File: config.mk
export PLATFORM = sky130hd
export DESIGN_NAME = base64_stream_decoder_core
export DESIGN_NICKNAME = d
export VERILOG_FILES = /design/src/design/b64d_pkg.sv /design/src/design/b64d_front.sv /design/src/design/b64d_queue.sv /design/src/design/b64d_back.sv /design/src/design/base64_stream_decoder_core.sv
export SDC_FILE = /design/constraint.sdc
export NUM_CORES = 1
export LEC_CHECK = 0
export BUFFER_PORTS_ARGS = -buffer_cell sky130_fd_sc_hd__buf_2
export CAP_MARGIN = 20
export CORE_MARGIN = 2
export CORE_UTILIZATION = 50
export DETAILED_ROUTE_END_ITERATION = 12
export PLACE_DENSITY = 0.79
export SYNTH_ARGS = -nofsm -noshare
export SYNTH_HDL_FRONTEND = slang
export SYNTH_HIERARCHICAL = 1
export SYNTH_SLANG_ARGS = --single-unit
File: constraint.sdc
create_clock -name aclk -period 15.15 [get_ports aclk]
set_clock_uncertainty 0.15 [all_clocks]
set_input_delay 0.7575 -clock aclk [delete_from_list [all_inputs] [get_ports aclk]]
set_output_delay 0.7575 -clock aclk [all_outputs]
set_load 0.02 [all_outputs]
File: src/design/b64d_pkg.sv
// ----------------------------------------------------------------------------
// b64d_pkg
// Types, constants and the character map of the Base64 stream decoder.
// ----------------------------------------------------------------------------
package b64d_pkg;

    localparam int unsigned QDEPTH  = 4;
    localparam int unsigned QADDR_W = $clog2(QDEPTH);

    localparam logic [7:0] PAD_MARK = 8'd254;
    localparam logic [7:0] NO_VALUE = 8'd255;

    typedef enum logic [2:0] {
        ST_OK         = 3'd0,
        ST_INVALID    = 3'd1,
        ST_FULL       = 3'd2,
        ST_PADDING    = 3'd3,
        ST_INCOMPLETE = 3'd4
    } status_t;

    // One queue entry: the results that one accepted character causes.
    typedef struct packed {
        logic [1:0]  nbytes;
        logic [7:0]  byte0;
        logic [7:0]  byte1;
        logic [7:0]  byte2;
        logic        has_status;
        status_t     code;
        logic [31:0] position;
        logic [31:0] space;
    } cmd_t;

    typedef struct packed {
        logic full;
        logic empty;
    } fifo_stat_t;

    function automatic logic [7:0] map_char(input logic [7:0] c);
        logic [7:0] v;
        unique case (c) inside
            [8'h41:8'h5a]: v = c - 8'h41;
            [8'h61:8'h7a]: v = c - 8'h61 + 8'd26;
            [8'h30:8'h39]: v = c - 8'h30 + 8'd52;
            8'h2b:         v = 8'd62;
            8'h2f:         v = 8'd63;
            8'h3d:         v = PAD_MARK;
            default:       v = NO_VALUE;
        endcase
        return v;
    endfunction

endpackage

File: src/design/b64d_front.sv
// ----------------------------------------------------------------------------
// b64d_front
// Accepts characters, keeps group and stream state, and queues per-character
// result commands.
// ----------------------------------------------------------------------------
module b64d_front (
    input  logic                aclk,
    input  logic                aresetn,
    input  logic                s_tvalid,
    output logic                s_tready,
    input  logic [7:0]          s_tdata,   // [7:0] char_code
    input  logic                s_tlast,
    input  logic                cfg_wr_en,
    input  logic [31:0]         cfg_wr_data,
    input  b64d_pkg::fifo_stat_t fifo_stat,
    output logic                push,
    output b64d_pkg::cmd_t      cmd
);

    logic [31:0] cap_reg, cap_next;
    logic [1:0]  gc_reg, gc_next;
    logic [31:0] pos_reg, pos_next;
    logic [31:0] br_reg, br_next;
    logic        drop_reg, drop_next;
    logic [7:0]  gv_reg [0:2];

    logic        accept;
    logic [7:0]  v;
    logic        gv_we;
    logic [7:0]  b0, b1, b2;
    logic [31:0] br_dec;
    logic        fresh;
    logic        err;

    assign s_tready = !fifo_stat.full;
    assign accept   = s_tvalid && s_tready;
    assign v        = b64d_pkg::map_char(s_tdata);
    assign gv_we    = accept && !drop_reg && (v != b64d_pkg::NO_VALUE) && (gc_reg != 2'd3);

    assign b0 = {gv_reg[0][5:0], 2'b00} | {4'b0000, gv_reg[1][7:4]};
    assign b1 = {gv_reg[1][3:0], 4'b0000} | {2'b00, gv_reg[2][7:2]};
    assign b2 = {gv_reg[2][1:0], 6'b000000} | v;

    always_comb begin
        cap_next  = cap_reg;
        gc_next   = gc_reg;
        pos_next  = pos_reg;
        br_next   = br_reg;
        drop_next = drop_reg;
        fresh     = 1'b0;
        err       = 1'b0;
        br_dec    = br_reg;
        cmd       = '0;
        cmd.byte0 = b0;
        cmd.byte1 = b1;
        cmd.byte2 = b2;
        cmd.space = br_reg;

        if (accept) begin
            if (drop_reg) begin
                fresh = s_tlast;
            end else begin
                pos_next = pos_reg + 32'd1;
                if (v == b64d_pkg::NO_VALUE) begin
                    err            = 1'b1;
                    cmd.has_status = 1'b1;
                    cmd.code       = b64d_pkg::ST_INVALID;
                    cmd.position   = pos_next;
                end else if (gc_reg != 2'd3) begin
                    gc_next = gc_reg + 2'd1;
                    if (s_tlast) begin
                        cmd.has_status = 1'b1;
                        cmd.code       = b64d_pkg::ST_INCOMPLETE;
                        fresh          = 1'b1;
                    end
                end else begin
                    gc_next = 2'd0;
                    // Budget is checked before each byte; a full group charges it at once.
                    if (br_reg == 32'd0) begin
                        err = 1'b1;
                        cmd.code = b64d_pkg::ST_FULL;
                    end else if (gv_reg[2] == b64d_pkg::PAD_MARK) begin
                        cmd.nbytes = 2'd1;
                        if (v == b64d_pkg::PAD_MARK) begin
                            br_dec = br_reg - 32'd1;
                        end else begin
                            err = 1'b1;
                            cmd.code = b64d_pkg::ST_PADDING;
                        end
                    end else if (br_reg == 32'd1) begin
                        cmd.nbytes = 2'd1;
                        err = 1'b1;
                        cmd.code = b64d_pkg::ST_FULL;
                    end else if (v == b64d_pkg::PAD_MARK) begin
                        cmd.nbytes = 2'd2;
                        br_dec = br_reg - 32'd2;
                    end else if (br_reg == 32'd2) begin
                        cmd.nbytes = 2'd2;
                        err = 1'b1;
                        cmd.code = b64d_pkg::ST_FULL;
                    end else begin
                        cmd.nbytes = 2'd3;
                        br_dec = br_reg - 32'd3;
                    end
                    if (err) begin
                        cmd.has_status = 1'b1;
                    end else begin
                        br_next   = br_dec;
                        cmd.space = br_dec;
                        if (s_tlast) begin
                            cmd.has_status = 1'b1;
                            cmd.code       = b64d_pkg::ST_OK;
                            fresh          = 1'b1;
                        end
                    end
                end
                if (err) begin
                    if (s_tlast) begin
                        fresh = 1'b1;
                    end else begin
                        drop_next = 1'b1;
                    end
                end
            end
        end

        if (fresh) begin
            gc_next   = 2'd0;
            pos_next  = 32'd0;
            br_next   = cap_reg;
            drop_next = 1'b0;
        end

        if (cfg_wr_en) begin
            cap_next = cfg_wr_data;
            if (pos_reg == 32'd0 && !drop_reg) begin
                br_next = cfg_wr_data;
            end
        end
    end

    assign push = accept && ((cmd.nbytes != 2'd0) || cmd.has_status);

    always_ff @(posedge aclk) begin
        if (!aresetn) begin
            cap_reg  <= '1;
            gc_reg   <= 2'd0;
            pos_reg  <= 32'd0;
            br_reg   <= '1;
            drop_reg <= 1'b0;
        end else begin
            cap_reg  <= cap_next;
            gc_reg   <= gc_next;
            pos_reg  <= pos_next;
            br_reg   <= br_next;
            drop_reg <= drop_next;
        end
    end

    always_ff @(posedge aclk) begin
        if (gv_we) begin
            gv_reg[gc_reg] <= v;
        end
    end

endmodule

File: src/design/b64d_queue.sv
// ----------------------------------------------------------------------------
// b64d_queue
// Short command queue between the front and the back.
// ----------------------------------------------------------------------------
module b64d_queue (
    input  logic                 aclk,
    input  logic                 aresetn,
    input  logic                 push,
    input  b64d_pkg::cmd_t       wr_cmd,
    input  logic                 pop,
    output b64d_pkg::cmd_t       head,
    output b64d_pkg::fifo_stat_t stat
);

    localparam logic [b64d_pkg::QADDR_W:0] FULL_COUNT = (b64d_pkg::QADDR_W + 1)'(b64d_pkg::QDEPTH);
    localparam logic [b64d_pkg::QADDR_W-1:0] PTR_ONE  = b64d_pkg::QADDR_W'(1);
    localparam logic [b64d_pkg::QADDR_W:0] COUNT_ONE  = (b64d_pkg::QADDR_W + 1)'(1);

    b64d_pkg::cmd_t                mem_reg [0:b64d_pkg::QDEPTH-1];
    logic [b64d_pkg::QADDR_W-1:0]  wr_ptr_reg, wr_ptr_next;
    logic [b64d_pkg::QADDR_W-1:0]  rd_ptr_reg, rd_ptr_next;
    logic [b64d_pkg::QADDR_W:0]    count_reg, count_next;
    logic                          do_push, do_pop;

    assign stat.full  = (count_reg == FULL_COUNT);
    assign stat.empty = (count_reg == '0);
    assign do_push    = push && !stat.full;
    assign do_pop     = pop && !stat.empty;
    assign head       = mem_reg[rd_ptr_reg];

    always_comb begin
        wr_ptr_next = do_push ? wr_ptr_reg + PTR_ONE : wr_ptr_reg;
        rd_ptr_next = do_pop ? rd_ptr_reg + PTR_ONE : rd_ptr_reg;
        count_next  = count_reg;
        if (do_push && !do_pop) begin
            count_next = count_reg + COUNT_ONE;
        end else if (do_pop && !do_push) begin
            count_next = count_reg - COUNT_ONE;
        end
    end

    always_ff @(posedge aclk) begin
        if (!aresetn) begin
            wr_ptr_reg <= '0;
            rd_ptr_reg <= '0;
            count_reg  <= '0;
        end else begin
            wr_ptr_reg <= wr_ptr_next;
            rd_ptr_reg <= rd_ptr_next;
            count_reg  <= count_next;
        end
    end

    always_ff @(posedge aclk) begin
        if (do_push) begin
            mem_reg[wr_ptr_reg] <= wr_cmd;
        end
    end

endmodule

File: src/design/b64d_back.sv
// ----------------------------------------------------------------------------
// b64d_back
// Unpacks queued commands into result words and drives the output register.
// ----------------------------------------------------------------------------
module b64d_back (
    input  logic                 aclk,
    input  logic                 aresetn,
    input  b64d_pkg::cmd_t       head,
    input  b64d_pkg::fifo_stat_t stat,
    output logic                 pop,
    output logic                 m_tvalid,
    input  logic                 m_tready,
    output logic [79:0]          m_tdata,  // [7:0] data_byte, [10:8] status_code,
                                           // [42:11] error_position, [74:43] space_left
    output logic                 m_tuser,  // is_status
    output logic                 m_tlast   // last_result
);

    logic [1:0]  sub_reg, sub_next;
    logic        m_tvalid_reg, m_tvalid_next;
    logic [79:0] m_tdata_reg, m_tdata_next;
    logic        m_tuser_reg, m_tuser_next;
    logic        m_tlast_reg, m_tlast_next;

    logic        load;
    logic        is_data;
    logic        last_item;
    logic [7:0]  sel_byte;

    assign load    = !stat.empty && (!m_tvalid_reg || m_tready);
    assign is_data = (sub_reg < head.nbytes);
    assign last_item = is_data ? (({1'b0, sub_reg} + 3'd1 == {1'b0, head.nbytes})
                                  && !head.has_status)
                               : 1'b1;
    assign pop = load && last_item;

    always_comb begin
        case (sub_reg)
            2'd0:    sel_byte = head.byte0;
            2'd1:    sel_byte = head.byte1;
            default: sel_byte = head.byte2;
        endcase
    end

    always_comb begin
        sub_next      = sub_reg;
        m_tvalid_next = m_tready ? 1'b0 : m_tvalid_reg;
        m_tdata_next  = m_tdata_reg;
        m_tuser_next  = m_tuser_reg;
        m_tlast_next  = m_tlast_reg;
        if (load) begin
            m_tvalid_next = 1'b1;
            sub_next      = last_item ? 2'd0 : sub_reg + 2'd1;
            if (is_data) begin
                m_tdata_next = {72'd0, sel_byte};
                m_tuser_next = 1'b0;
                m_tlast_next = 1'b0;
            end else begin
                m_tdata_next = {5'd0, head.space, head.position, head.code, 8'd0};
                m_tuser_next = 1'b1;
                m_tlast_next = 1'b1;
            end
        end
    end

    always_ff @(posedge aclk) begin
        if (!aresetn) begin
            sub_reg      <= 2'd0;
            m_tvalid_reg <= 1'b0;
        end else begin
            sub_reg      <= sub_next;
            m_tvalid_reg <= m_tvalid_next;
        end
    end

    always_ff @(posedge aclk) begin
        m_tdata_reg <= m_tdata_next;
        m_tuser_reg <= m_tuser_next;
        m_tlast_reg <= m_tlast_next;
    end

    assign m_tvalid = m_tvalid_reg;
    assign m_tdata  = m_tdata_reg;
    assign m_tuser  = m_tuser_reg;
    assign m_tlast  = m_tlast_reg;

endmodule

File: src/design/base64_stream_decoder_core.sv
// ----------------------------------------------------------------------------
// base64_stream_decoder_core
// Streaming Base64 decoder: characters in, data bytes and one status per
// stream out.
// ----------------------------------------------------------------------------
// Usage:
//   s_ channel carries one character per word (s_tdata), s_tlast on the last
//   character of a stream. m_ channel carries decoded bytes (m_tuser low) and
//   one status word per stream (m_tuser high, m_tlast high) with code,
//   error position and remaining byte budget.
//   cfg_wr_en/cfg_wr_data load the byte budget; write only while idle.
//   Throughput: one character per cycle in while s_tready is high, one result
//   word per cycle out while m_tready is high. A character's first result
//   passes through the queue write, then the output register; its remaining
//   results (up to four in all) follow one a cycle while m_tready is high.
//   The front decodes a character in the accepting cycle into a four-entry
//   command queue; the back unpacks entries into the output register.
//   When m_tready is low the output word holds, the queue fills, and
//   s_tready drops once all four entries are taken.
//   Reset: queue and output empty, budget 0xFFFFFFFF, a fresh stream ready.
// ----------------------------------------------------------------------------
module base64_stream_decoder_core (
    input  logic        aclk,
    input  logic        aresetn,
    input  logic        s_tvalid,
    output logic        s_tready,
    input  logic [7:0]  s_tdata,   // [7:0] char_code
    input  logic        s_tlast,   // end_of_stream
    output logic        m_tvalid,
    input  logic        m_tready,
    output logic [79:0] m_tdata,   // [7:0] data_byte, [10:8] status_code,
                                   // [42:11] error_position, [74:43] space_left
    output logic        m_tuser,   // is_status
    output logic        m_tlast,   // last_result
    input  logic        cfg_wr_en,
    input  logic [31:0] cfg_wr_data
);

    b64d_pkg::cmd_t       wr_cmd;
    b64d_pkg::cmd_t       head;
    b64d_pkg::fifo_stat_t stat;
    logic                 push;
    logic                 pop;

    b64d_front u_front (
        .aclk       (aclk),
        .aresetn    (aresetn),
        .s_tvalid   (s_tvalid),
        .s_tready   (s_tready),
        .s_tdata    (s_tdata),
        .s_tlast    (s_tlast),
        .cfg_wr_en  (cfg_wr_en),
        .cfg_wr_data(cfg_wr_data),
        .fifo_stat  (stat),
        .push       (push),
        .cmd        (wr_cmd)
    );

    b64d_queue u_queue (
        .aclk   (aclk),
        .aresetn(aresetn),
        .push   (push),
        .wr_cmd (wr_cmd),
        .pop    (pop),
        .head   (head),
        .stat   (stat)
    );

    b64d_back u_back (
        .aclk    (aclk),
        .aresetn (aresetn),
        .head    (head),
        .stat    (stat),
        .pop     (pop),
        .m_tvalid(m_tvalid),
        .m_tready(m_tready),
        .m_tdata (m_tdata),
        .m_tuser (m_tuser),
        .m_tlast (m_tlast)
    );

endmodule

==> impl_results.md <==
- Largest register FFs: 376
- Sequential share of power: between 40% and 50%
- Power per cell area: roughly 160 nW/um^2
- Crit-path max FO: 53
- Simple logic cell fraction of the synthesized area: between 10% and 20%
- First-pass GRT wire length: ~83000 um
- Synth unique cells: between 90 and 100
- Clk pwr share: 30.3%
- FF+latch count, synth: between 500 and 600
- Clock slew at reported path FFs: approximately 60 ps
- Synth Warn #: 6
- Largest net degree at the start of global routing: 63
- Detailed placement HPWL: between 30000 and 40000 um
- Leakage: a little over 9 nW
- Die X: ~230 um
- Synth area leaders: edfxtp_1, dfxtp_1, mux4_2
- Final setup violating endpoints: 0
- Ys flop type: edfxtp_1
- Detailed Routing Iterations Pass 1: 6
- Number of global-route vias before repair: between 10000 and 15000
- Critical Path End Type: flop
- Net Sw Frac: between 20 and 30%
- Worst slew pin tran: roughly 1200 ps
- Total Routed Length: about 54000 um
- Post-Synth XOR/XNOR Area: under 10%
- Synth area leader: edfxtp_1
- Maxcap violations: 0
- Post-synthesis adder-cell area fraction: 1.71%
- Crit path buffers/inverters: 3
- Max Slew Vio Count: 0
- Startpoint types: primary input
- Cell mode on critical path: nor2_1
- RR Startpoint: u_front/br_reg[27]
- Area grow syn2layout: 10.9%
- Clock sink count: roughly 600
- Nets: ~1900
- Initial Util: just over 50%
- Final core utilization: 56.1%
- Peak supply drop: between 0.0001 and 0.00015 V
- Sw power: 0.00131 W
- WP depth: 16
- Rows: 82
- RSZ-0062 raised after global routing: false
- Avg WL per Cell: ~21 um
- R2R cell count: 11
- Avg Cell Area, Syn: between 10 and 15 sq um
- Synth top area share: ~56%
- CTS H-tree lvls: 2
- CP Cell Sequence: buf_2 > inv_1 > ha_1 > nand2_1 > o311ai_4 > a211o_1 > nor2_1 > o21ai_0 > o21ai_1 > nor2_1 > a21o_1 > nor2_1 > o21ai_0 > nor2b_1 > and2_4 > buf_4
- Antenna Cells: 0
- Post-DRT Antenna Nets: 0
- Drc violations: 0
- Tot GR Track Use: 20.6%
- Worst Path Arrival: roughly 6100 ps
- Count leader, synth: edfxtp_1
- Drt initial violations: between 1000 and 1500
- Synth Instances: between 1500 and 2000
- Die ar.: between 50000 and 60000 sq um
- Endpoints failing hold: 0
- EDFF count, synth: between 400 and 500
- Largest family of logic cells by synthesized area: simple AND/OR/NAND/NOR gates
- Worst path max stage delay: between 700 and 800 ps
- Root buf cell: clkbuf_16
- Internal power: approximately 0.0032 W
- Compound-cell area share of the yosys netlist: around 6.0%
- Postcts setup bufs: 0
- Final Cycle Share: between 30% and 40%
- Outcome: finished clean
- Initial antenna violation count: 1
- Worst min path class: primary input to flop
- Mapped cell area: around 25000 sq um
- Total grt overflow: 0
- Commonest cells in the netlist: edfxtp_1, nand2_1, nor2_1
- Worst min-delay path startpoint: cfg_wr_data[14]
- Vias per cell: between 5 and 6
- Share of cells above drive strength 1: between 20% and 30%
- Setup TNS: 0 ps
- Clock Latency Late Sink: ~620 ps
- Cell count of the worst hold path: 3
- Die Height: about 230 um
- Max Fclk: approximately 170 MHz
- Vias: 14577
- Worst endpoint required time: between 15000 and 20000 ps
- Cts hold-fix bufs: 0
- Port bufs: between 100 and 150
- CP startpoint: s_tdata[3]
- Kind of critical path: primary input to flop
- Min Tclk post-route: roughly 6000 ps
- Crit path max-delay family: compound AO/OA/AOI/OAI gates
- Resized cells post-CTS: 0
- GPL Wtd Cong: about 0.95
- Clock buffer depth: 3
- Fraction of synthesized area in multiplexers: 9.93%
- Ys async rst share: 0%
- Register area share after synthesis: around 65%
- Logic pwr share: about 22%
- CTS Buf Count: 57
- I/O pin cnt: 130
- Worst path slowest cell: buf_4
- Pwr Total: 0.00453 W
- Core Box Area: approximately 50000 sq um
- Slew Limit Headroom: between 10% and 20%
- CTS tree: yes
-- metrics by stage --
stage          cell area (sq um)  hold slack (ps)  worst slack, ps  std cells
2_1_floorplan              25400              284             8940       1729
3_3_place_gp               26300              296             8720       2429
3_5_place_dp               26300              302             8570       2429
4_1_cts                    28100              197             9190       2537
5_1_grt                    28100              216             8640       2537
6_report                   28100              228             9110       2537
-- path summary, 6_finish.rpt --
check                           end  slack (ps)
max          u_queue/mem_reg[2][78]        9110
min             u_front/cap_reg[14]         230
max reg2reg  u_queue/mem_reg[2][78]        9520
min reg2reg     u_front/cap_reg[14]         320
-- cell type report --
| type | instances | area (sq um) |
|---|---|---|
| clock buffers | 72 | 1500 |
| flip-flops and latches | 585 | 16500 |
| well taps | 672 | 841 |
| repair buffers | 144 | 771 |
| inverters | 39 | 149 |
| multi-input cells | 989 | 8080 |
| clock inverters | 36 | 333 |
| fillers | 3892 | 22000 |
-- power by group through the flow --
stage / clock [W] / sequential (W) / combinational (W)
after floorplan: 0 / 0.00231 / 0.000623
after global placement: 0 / 0.00217 / 0.00101
after detailed placement: 0 / 0.00218 / 0.00102
after CTS: 0.00140 / 0.00215 / 0.00103
after global routing: 0.00146 / 0.00218 / 0.00109
final: 0.00137 / 0.00215 / 0.00101
-- worst min-delay path, cell delays in order --
cell     delay (ps)
buf_2            80
mux2i_1          60
nand2_1          50
-- layer usage --
| metal | vias up | global-route usage [%] | routed length [um] |
|---|---|---|---|
| li1 | 6709 | - | - |
| met1 | 7268 | 28.0 | 22700 |
| met2 | 520 | 34.2 | 26200 |
| met3 | 80 | 3.45 | 3760 |
| met4 | 0 | 5.86 | 1260 |
| met5 | - | 0 | 0 |
-- cells in the final DEF (no fill, tap or decap), types with 9 or more instances in the layout --
cell type  count
a21oi_1       30
a22oi_1        9
a31oi_1       15
and2_1        82
and3_1        12
buf_2        124
buf_4         20
clkbuf_1      13
clkbuf_16     57
clkinv_1      11
clkinv_2      12
dfxtp_1      109
edfxtp_1     474
ha_1          33
inv_1         35
mux2i_1       37
mux4_2        94
nand2_1      123
nand3_1       33
nand4_1       14
nor2_1       111
nor3_1        28
nor4_1        29
o21a_1        14
o21ai_0       24
o21ba_1       10
o41ai_1       18
or3_1         41
xnor2_1       33
xor2_1        52
-- cells by family (layout without fill, tap and decap cells) --
family	Yosys count	after routing
AO/OA/AOI/OAI	197	197
adder cells (fa/ha/maj)	34	34
multiplexers	134	134
XOR/XNOR	85	85
buffers and inverters	155	291
other	1	5
flip-flops	585	585
AND/OR/NAND/NOR	534	534
No activity file was read; power rests on OpenSTA's default activity.
